**src/rtl/tdpf_pkg.sv**
```systemverilog
// ----------------------------------------------------------------------------
// Tail-drop packet FIFO drain package
// Shared beat types, opcodes, result kinds and defaults for the packet FIFO.
// ----------------------------------------------------------------------------
package tdpf_pkg;

    localparam int unsigned QUEUE_DEPTH_DEF = 16;
    localparam logic [4:0]  CAPACITY_RESET  = 5'd16;

    localparam logic [1:0] OP_PUSH = 2'd0;
    localparam logic [1:0] OP_POP  = 2'd1;
    localparam logic [1:0] OP_TICK = 2'd2;

    localparam logic [2:0] KIND_ACCEPTED = 3'd0;
    localparam logic [2:0] KIND_DROPPED  = 3'd1;
    localparam logic [2:0] KIND_SERVICED = 3'd2;
    localparam logic [2:0] KIND_TICK     = 3'd3;
    localparam logic [2:0] KIND_EMPTY    = 3'd4;

    typedef struct packed {
        logic [1:0]  opcode;
        logic [15:0] packet_bytes;
        logic [15:0] packet_tag;
        logic [15:0] tick_budget;
    } in_beat_t;

    typedef struct packed {
        logic [2:0]  result_kind;
        logic [15:0] out_tag;
        logic [15:0] out_bytes;
        logic [31:0] out_delay;
        logic [31:0] out_time;
        logic [15:0] tick_served;
        logic [31:0] total_count;
        logic [47:0] total_bytes;
        logic [47:0] total_delay;
        logic [4:0]  occupancy_now;
        logic        last_of_run;
    } out_beat_t;

    typedef struct packed {
        logic [15:0] remaining;
        logic [15:0] size;
        logic [31:0] arrival;
        logic [15:0] label;
    } entry_t;

endpackage

```
**src/rtl/tail_drop_packet_fifo_drain_top.sv**
```systemverilog
// ----------------------------------------------------------------------------
// Tail-drop packet FIFO drain
// Bounded packet queue with tail drop, served at one byte per time unit.
// ----------------------------------------------------------------------------
// A push, a pop on an empty queue and an unknown opcode are handled in the idle state.
// A pop of a queued packet uses the registered read of the entry memory, followed
// by the delay and the saturating total updates.
// A tick checks its budget, serves each whole head packet that fits, drains one in
// part when the budget runs short, then reports; one item is in work at a time.
// Reset clears all control state and sets capacity_reg to 16; the entry memory
// is not cleared, since only occupied entries are ever used.
module tail_drop_packet_fifo_drain_top
    import tdpf_pkg::*;
#(
    parameter int unsigned QUEUE_DEPTH = QUEUE_DEPTH_DEF
)
(
    input  logic      clk,
    input  logic      rst_n,
    input  logic      in_valid,
    output logic      in_ready,
    input  in_beat_t  in_data,
    output logic      out_valid,
    input  logic      out_ready,
    output out_beat_t out_data,
    input  logic      cfg_wr_en,
    input  logic [4:0] cfg_wr_data
);

    localparam int unsigned PTR_W = (QUEUE_DEPTH > 1) ? $clog2(QUEUE_DEPTH) : 1;
    localparam int unsigned CNT_W = $clog2(QUEUE_DEPTH + 1);
    localparam int unsigned EXT_W = CNT_W + 5;
    localparam logic [PTR_W-1:0] LAST_SLOT = PTR_W'(QUEUE_DEPTH - 1);
    localparam logic [EXT_W-1:0] DEPTH_EXT = EXT_W'(QUEUE_DEPTH);

    typedef enum logic [2:0] {
        S_IDLE,
        S_SERVE_A,
        S_SERVE_B,
        S_TICK_CHECK,
        S_TICK_READ,
        S_TICK_DONE
    } state_t;

    entry_t mem [QUEUE_DEPTH];
    entry_t rd_data_reg;

    state_t      state_reg, state_next;
    logic [4:0]  capacity_reg, capacity_next;
    logic [PTR_W-1:0] head_reg, head_next;
    logic [PTR_W-1:0] tail_reg, tail_next;
    logic [CNT_W-1:0] fill_reg, fill_next;
    logic [31:0] clock_reg, clock_next;
    logic [31:0] count_reg, count_next;
    logic [47:0] bytes_sum_reg, bytes_sum_next;
    logic [47:0] delay_sum_reg, delay_sum_next;
    logic [31:0] delay_reg, delay_next;
    logic [15:0] budget_reg, budget_next;
    logic [15:0] served_reg, served_next;
    logic        tick_mode_reg, tick_mode_next;
    logic        out_valid_reg, out_valid_next;
    out_beat_t   out_data_reg, out_data_next;

    logic        out_free;
    logic        emit;
    out_beat_t   emit_data;
    logic        mem_we;
    logic [PTR_W-1:0] mem_waddr;
    entry_t      mem_wdata;
    logic [EXT_W-1:0] fill_ext;
    logic [EXT_W-1:0] fill_next_ext;
    logic [EXT_W-1:0] cap_ext;
    logic [EXT_W-1:0] cap_eff;
    logic [48:0] bytes_sum_wide;
    logic [48:0] delay_sum_wide;

    assign out_free  = !out_valid_reg || out_ready;
    assign out_valid = out_valid_reg;
    assign out_data  = out_data_reg;

    assign fill_ext      = EXT_W'(fill_reg);
    assign fill_next_ext = EXT_W'(fill_next);
    assign cap_ext       = EXT_W'(capacity_reg);
    assign cap_eff       = (cap_ext > DEPTH_EXT) ? DEPTH_EXT : cap_ext;

    assign bytes_sum_wide = {1'b0, bytes_sum_reg} + 49'(rd_data_reg.size);
    assign delay_sum_wide = {1'b0, delay_sum_reg} + 49'(delay_reg);

    always_comb
    begin
        state_next     = state_reg;
        capacity_next  = cfg_wr_en ? cfg_wr_data : capacity_reg;
        head_next      = head_reg;
        tail_next      = tail_reg;
        fill_next      = fill_reg;
        clock_next     = clock_reg;
        count_next     = count_reg;
        bytes_sum_next = bytes_sum_reg;
        delay_sum_next = delay_sum_reg;
        delay_next     = delay_reg;
        budget_next    = budget_reg;
        served_next    = served_reg;
        tick_mode_next = tick_mode_reg;
        mem_we         = 1'b0;
        mem_waddr      = tail_reg;
        mem_wdata      = '0;
        emit           = 1'b0;
        emit_data      = '0;
        in_ready       = (state_reg == S_IDLE) && out_free;

        case (state_reg)
            S_IDLE:
            begin
                if (in_valid && in_ready)
                begin
                    case (in_data.opcode)
                        OP_PUSH:
                        begin
                            emit                  = 1'b1;
                            emit_data.out_tag     = in_data.packet_tag;
                            emit_data.out_bytes   = in_data.packet_bytes;
                            emit_data.last_of_run = 1'b1;
                            if (fill_ext < cap_eff)
                            begin
                                mem_we              = 1'b1;
                                mem_waddr           = tail_reg;
                                mem_wdata.remaining = in_data.packet_bytes;
                                mem_wdata.size      = in_data.packet_bytes;
                                mem_wdata.arrival   = clock_reg;
                                mem_wdata.label     = in_data.packet_tag;
                                tail_next = (tail_reg == LAST_SLOT) ? '0 : tail_reg + 1'b1;
                                fill_next = fill_reg + 1'b1;
                                emit_data.result_kind = KIND_ACCEPTED;
                            end
                            else
                            begin
                                emit_data.result_kind = KIND_DROPPED;
                            end
                        end
                        OP_POP:
                        begin
                            if (fill_reg == '0)
                            begin
                                emit                  = 1'b1;
                                emit_data.result_kind = KIND_EMPTY;
                                emit_data.last_of_run = 1'b1;
                            end
                            else
                            begin
                                tick_mode_next = 1'b0;
                                state_next     = S_SERVE_A;
                            end
                        end
                        OP_TICK:
                        begin
                            budget_next    = in_data.tick_budget;
                            served_next    = '0;
                            tick_mode_next = 1'b1;
                            state_next     = S_TICK_CHECK;
                        end
                        default:
                        begin
                            state_next = S_IDLE;
                        end
                    endcase
                end
            end
            S_SERVE_A:
            begin
                clock_next = clock_reg + 32'(rd_data_reg.remaining);
                delay_next = clock_next - rd_data_reg.arrival;
                state_next = S_SERVE_B;
            end
            S_SERVE_B:
            begin
                if (out_free)
                begin
                    count_next = (count_reg == '1) ? count_reg : count_reg + 1'b1;
                    bytes_sum_next = bytes_sum_wide[48] ? '1 : bytes_sum_wide[47:0];
                    delay_sum_next = delay_sum_wide[48] ? '1 : delay_sum_wide[47:0];
                    head_next = (head_reg == LAST_SLOT) ? '0 : head_reg + 1'b1;
                    fill_next = fill_reg - 1'b1;
                    emit                  = 1'b1;
                    emit_data.result_kind = KIND_SERVICED;
                    emit_data.out_tag     = rd_data_reg.label;
                    emit_data.out_bytes   = rd_data_reg.size;
                    emit_data.out_delay   = delay_reg;
                    emit_data.last_of_run = !tick_mode_reg;
                    state_next = tick_mode_reg ? S_TICK_CHECK : S_IDLE;
                end
            end
            S_TICK_CHECK:
            begin
                if (budget_reg == '0)
                begin
                    state_next = S_TICK_DONE;
                end
                else if (fill_reg == '0)
                begin
                    clock_next  = clock_reg + 32'(budget_reg);
                    budget_next = '0;
                    state_next  = S_TICK_DONE;
                end
                else
                begin
                    state_next = S_TICK_READ;
                end
            end
            S_TICK_READ:
            begin
                if (rd_data_reg.remaining <= budget_reg)
                begin
                    served_next = served_reg + rd_data_reg.remaining;
                    budget_next = budget_reg - rd_data_reg.remaining;
                    state_next  = S_SERVE_A;
                end
                else
                begin
                    mem_we              = 1'b1;
                    mem_waddr           = head_reg;
                    mem_wdata           = rd_data_reg;
                    mem_wdata.remaining = rd_data_reg.remaining - budget_reg;
                    served_next = served_reg + budget_reg;
                    clock_next  = clock_reg + 32'(budget_reg);
                    budget_next = '0;
                    state_next  = S_TICK_DONE;
                end
            end
            S_TICK_DONE:
            begin
                if (out_free)
                begin
                    emit                  = 1'b1;
                    emit_data.result_kind = KIND_TICK;
                    emit_data.tick_served = served_reg;
                    emit_data.last_of_run = 1'b1;
                    state_next            = S_IDLE;
                end
            end
            default:
            begin
                state_next = S_IDLE;
            end
        endcase

        emit_data.out_time      = clock_next;
        emit_data.total_count   = count_next;
        emit_data.total_bytes   = bytes_sum_next;
        emit_data.total_delay   = delay_sum_next;
        emit_data.occupancy_now = fill_next_ext[4:0];

        out_valid_next = emit ? 1'b1 : (out_ready ? 1'b0 : out_valid_reg);
        out_data_next  = emit ? emit_data : out_data_reg;
    end

    always_ff @(posedge clk)
    begin
        if (mem_we)
        begin
            mem[mem_waddr] <= mem_wdata;
        end
        rd_data_reg <= mem[head_reg];
    end

    always_ff @(posedge clk or negedge rst_n)
    begin
        if (!rst_n)
        begin
            state_reg     <= S_IDLE;
            capacity_reg  <= CAPACITY_RESET;
            head_reg      <= '0;
            tail_reg      <= '0;
            fill_reg      <= '0;
            clock_reg     <= '0;
            count_reg     <= '0;
            bytes_sum_reg <= '0;
            delay_sum_reg <= '0;
            delay_reg     <= '0;
            budget_reg    <= '0;
            served_reg    <= '0;
            tick_mode_reg <= 1'b0;
            out_valid_reg <= 1'b0;
            out_data_reg  <= '0;
        end
        else
        begin
            state_reg     <= state_next;
            capacity_reg  <= capacity_next;
            head_reg      <= head_next;
            tail_reg      <= tail_next;
            fill_reg      <= fill_next;
            clock_reg     <= clock_next;
            count_reg     <= count_next;
            bytes_sum_reg <= bytes_sum_next;
            delay_sum_reg <= delay_sum_next;
            delay_reg     <= delay_next;
            budget_reg    <= budget_next;
            served_reg    <= served_next;
            tick_mode_reg <= tick_mode_next;
            out_valid_reg <= out_valid_next;
            out_data_reg  <= out_data_next;
        end
    end

endmodule

```
**config.mk**
```make
export PLATFORM = sky130hd
export DESIGN_NAME = tail_drop_packet_fifo_drain_top
export DESIGN_NICKNAME = d
export VERILOG_FILES = /design/src/rtl/tdpf_pkg.sv /design/src/rtl/tail_drop_packet_fifo_drain_top.sv
export SDC_FILE = /design/constraint.sdc
export NUM_CORES = 2
export LEC_CHECK = 0
export BUFFER_PORTS_ARGS = -buffer_cell sky130_fd_sc_hd__buf_2
export CAP_MARGIN = 0
export CORE_MARGIN = 10
export CORE_UTILIZATION = 54
export CTS_CLUSTER_DIAMETER = 40
export CTS_CLUSTER_SIZE = 40
export DETAILED_ROUTE_END_ITERATION = 16
export PLACE_DENSITY_LB_ADDON = 0.25
export RECOVER_POWER = 100
export SLEW_MARGIN = 10
export SYNTH_ARGS = -nofsm -noshare
export SYNTH_HDL_FRONTEND = slang
export SYNTH_SLANG_ARGS = --single-unit
```
**constraint.sdc**
```tcl
create_clock -name clk -period 8.1 [get_ports clk]
set_clock_uncertainty 0.15 [all_clocks]
set_input_delay 1.62 -clock clk [delete_from_list [all_inputs] [get_ports clk]]
set_output_delay 1.62 -clock clk [all_outputs]
set_load 0.005 [all_outputs]
```
==> flow_summary.yaml <==
power:
  clock_power_share: 0.262
  ir_worst_vdd_uv: 300
  power_density_nw_per_um2: 426
  pwr-share-comb: 0.398
  swShare: 0.382
  p_sw_mw: 14.6
  leakagePower_nw: 32.8
  seq_power_share: 0.340
  intPower_mw: 23.6
setup_path:
  crit_arrival_ps: 7710
  worstPathRequired_ps: 8730
  crit_type: "flip-flop to flip-flop"
  critPathLaunchType: "flip-flop"
  cp-end-kind: "flip-flop"
  worstPathMaxFanout: 39
final_layout:
  nNetsFinal: 5623
  layout_common_cells: "1,280 x edfxtp_1, 492 x dfrtp_1, 400 x mux4_2"
  fillers: 10500
  drive_above_1_share: 0.185
  final_common_cell: "edfxtp_1"
  synthToLayoutAreaGrowth_pct: 14.4
  largest_reg_flops: 1280
route:
  post_drt_via_cell_ratio: 6.23
  drt_wl_total_mm: 208
  first_pass_iters: 7
  met1_length_mm: 84.6
  wl_met3_mm: 19.2
  route.detailed.drc: 0
  vias: 46700
  wire_per_inst_um: 27.7
  wl_met2_mm: 97.9
  drt_iter0_drc: 5097
  detail-route-antenna-nets: 0
  top_layer: "met5"
sta:
  fin_crit_sh: 0.875
  slew_violations: 774
  hold_viol_final: 0
  slew_headroom: -2.38
  setup_viol: 0
  finalSetupTns_ps: 0
  finalCriticalPeriod_ps: 7080
  tightestPinTransition_ps: 5070
  hold_ws_ps: 317
  rsz0062_at_grt: "false"
  fmax_ghz: 0.141
place:
  dpl.hpwl_mm: 130
  place.gp.congestion: 0.947
  port_buffers: 310
outcome:
  run_status: "finished, violations left"
  violations: "max-capacitance violations, max-slew violations"
clocking:
  cts_root_buffer: "clkbuf_16"
  postCtsSetupBuffers: 0
  cts_hold_buf: 0
  clkTransAtPathRegs_ps: 60
  clk_latency_ps: 860
  cts_resized: 0
  cts_max_path_buffers: 3
  clock-sinks: 1856
  htree_levels: 4
  cts_tree: "yes"
  cts-buffers-inserted: 218
hold_path:
  hp-class: "flip-flop to flip-flop"
die:
  start_util: 0.545
  die_w_um: 401
  die_area_um2: 161000
  placementRows: 139
  io_pins: 311
  core-area_um2: 144000
  die_h_um: 401
yosys:
  synth_cells: 4977
  synth_cell_types: 81
  synth.area.top_cells: "edfxtp_1 49%, dfrtp_1 16%, mux4_2 12%, ha_1 2.7%, dfxtp_1 2.0%"
  yosysWarningCount: 0
  syn_nets: 5216
  synth_area_um2: 78300
  synth-edff-count: 1280
  yosys.area.top_type: "edfxtp_1"
  yosys_register_bits: 1856
  postSynth.asyncResetShare: 0.267
  synthFlopType: "edfxtp_1"
  synth.top_cell.area_share: 0.491
  synth_seq_area_share: 0.670
  synth_area_per_cell_um2: 15.7
grt:
  grt_pass1_wl_mm: 310
  antenna_found_initial: 12
  grt_pass1_vias: 46400
  grt_util_all_layers: 0.255
  grt_max_degree: 170
  gr-total-overflow: 0
job:
  maxCapViolCount: 18
[metal layers]
metal  GRT usage  vias up
li1            -    20100
met1       0.360    23900
met2       0.404     2278
met3      0.0484      339
met4      0.0782        2
met5           0        -
[per-stage QoR]
stage	instance area (um2)	instances	total power, mW	worst slack (ps)	util
final	89600	7491	38.2	1020	0.623
after global routing	89600	7488	40.2	934	0.623
after CTS	90300	7485	38.4	2390	0.628
after detailed placement	82600	7067	28.3	2400	0.574
after global placement	82600	7067	28.1	2440	0.574
after floorplan	78300	4977	23.3	935	-
[cell type report]
cell class	count	area [um2]	area share
Clock inverter	177	2010	0.0225
Tap cell	1903	2380	0.0266
Clock buffer	241	5670	0.0632
Antenna cell	6	15.0	0.000168
Sequential cell	1856	52500	0.585
Timing Repair Buffer	427	2010	0.0224
Inverter	169	634	0.00708
Multi-Input combinational cell	2712	24400	0.273
[synth_stat cells (all sizes together), types with 13 or more instances]
cell,number
a211oi,13
a21o,91
a21oi,185
a222oi,32
a22o,51
a22oi,24
a31oi,49
a32o,17
and2,20
and3,36
and4,13
buf,52
clkbuf,188
dfrtp,495
dfxtp,80
edfxtp,1280
ha,171
inv,169
mux2,82
mux4,400
nand2,352
nand2b,19
nand3,73
nand4,36
nor2,300
nor2b,22
nor3,47
nor4,13
o211ai,16
o21a,21
o21ai,199
o21bai,24
o22a,24
o31ai,17
or3,17
xnor2,127
xor2,94
[worst max-delay path, stage by stage, from the launching register on]
cell	delay [ps]
dfrtp_1	430
ha_1	220
inv_1	70
fa_1	220
a21o_1	130
a21o_1	190
a221oi_1	160
or3_1	450
a211oi_4	340
clkbuf_1	2470
a21oi_1	630
buf_4	450
o21ai_0	830
nor2_1	140
nor2_1	120
[cell families (layout without fill, tap and decap cells)]
kind of cell               after synthesis  in the layout  share of synthesized area
adders and majority gates              179            179                     0.0294
AOI/OAI and AO/OA                      846            846                     0.0722
buffers and inverters                  409           1014                     0.0198
DFF                                   1856           1856                      0.670
muxes                                  491            491                      0.128
other                                    0              6                          0
and+or+nand+nor                        975            975                     0.0563
xor gates and xnor gates               221            221                     0.0247
[power by group through the flow]
| stage | logic [mW] | clock network (mW) | registers, mW |
|---|---|---|---|
| global route | 16.5 | 10.6 | 13.1 |
| detailed placement | 15.1 | 0 | 13.1 |
| finish | 15.2 | 10.0 | 13.0 |
| CTS | 15.3 | 10.2 | 12.9 |
| global placement | 15.1 | 0 | 13.1 |
| floorplan | 10.8 | 0 | 12.5 |
[worst paths after layout]
| check | from | end | slack [ps] | cells past startpoint |
|---|---|---|---|---|
| max reg2reg | budget_reg[0] | out_data[155] | 1020 | 14 |
| max | budget_reg[0] | out_data[155] | 1020 | 14 |
| min | out_data[61] | out_data[61] | 320 | 2 |
| min in group asynchronous | rst_n | out_data[21] | 2480 | 1 |
| min reg2reg | out_data[61] | out_data[61] | 320 | 2 |
| max in group asynchronous | rst_n | served_reg[2] | 1900 | 3 |
(Power assumes the default switching activity.)
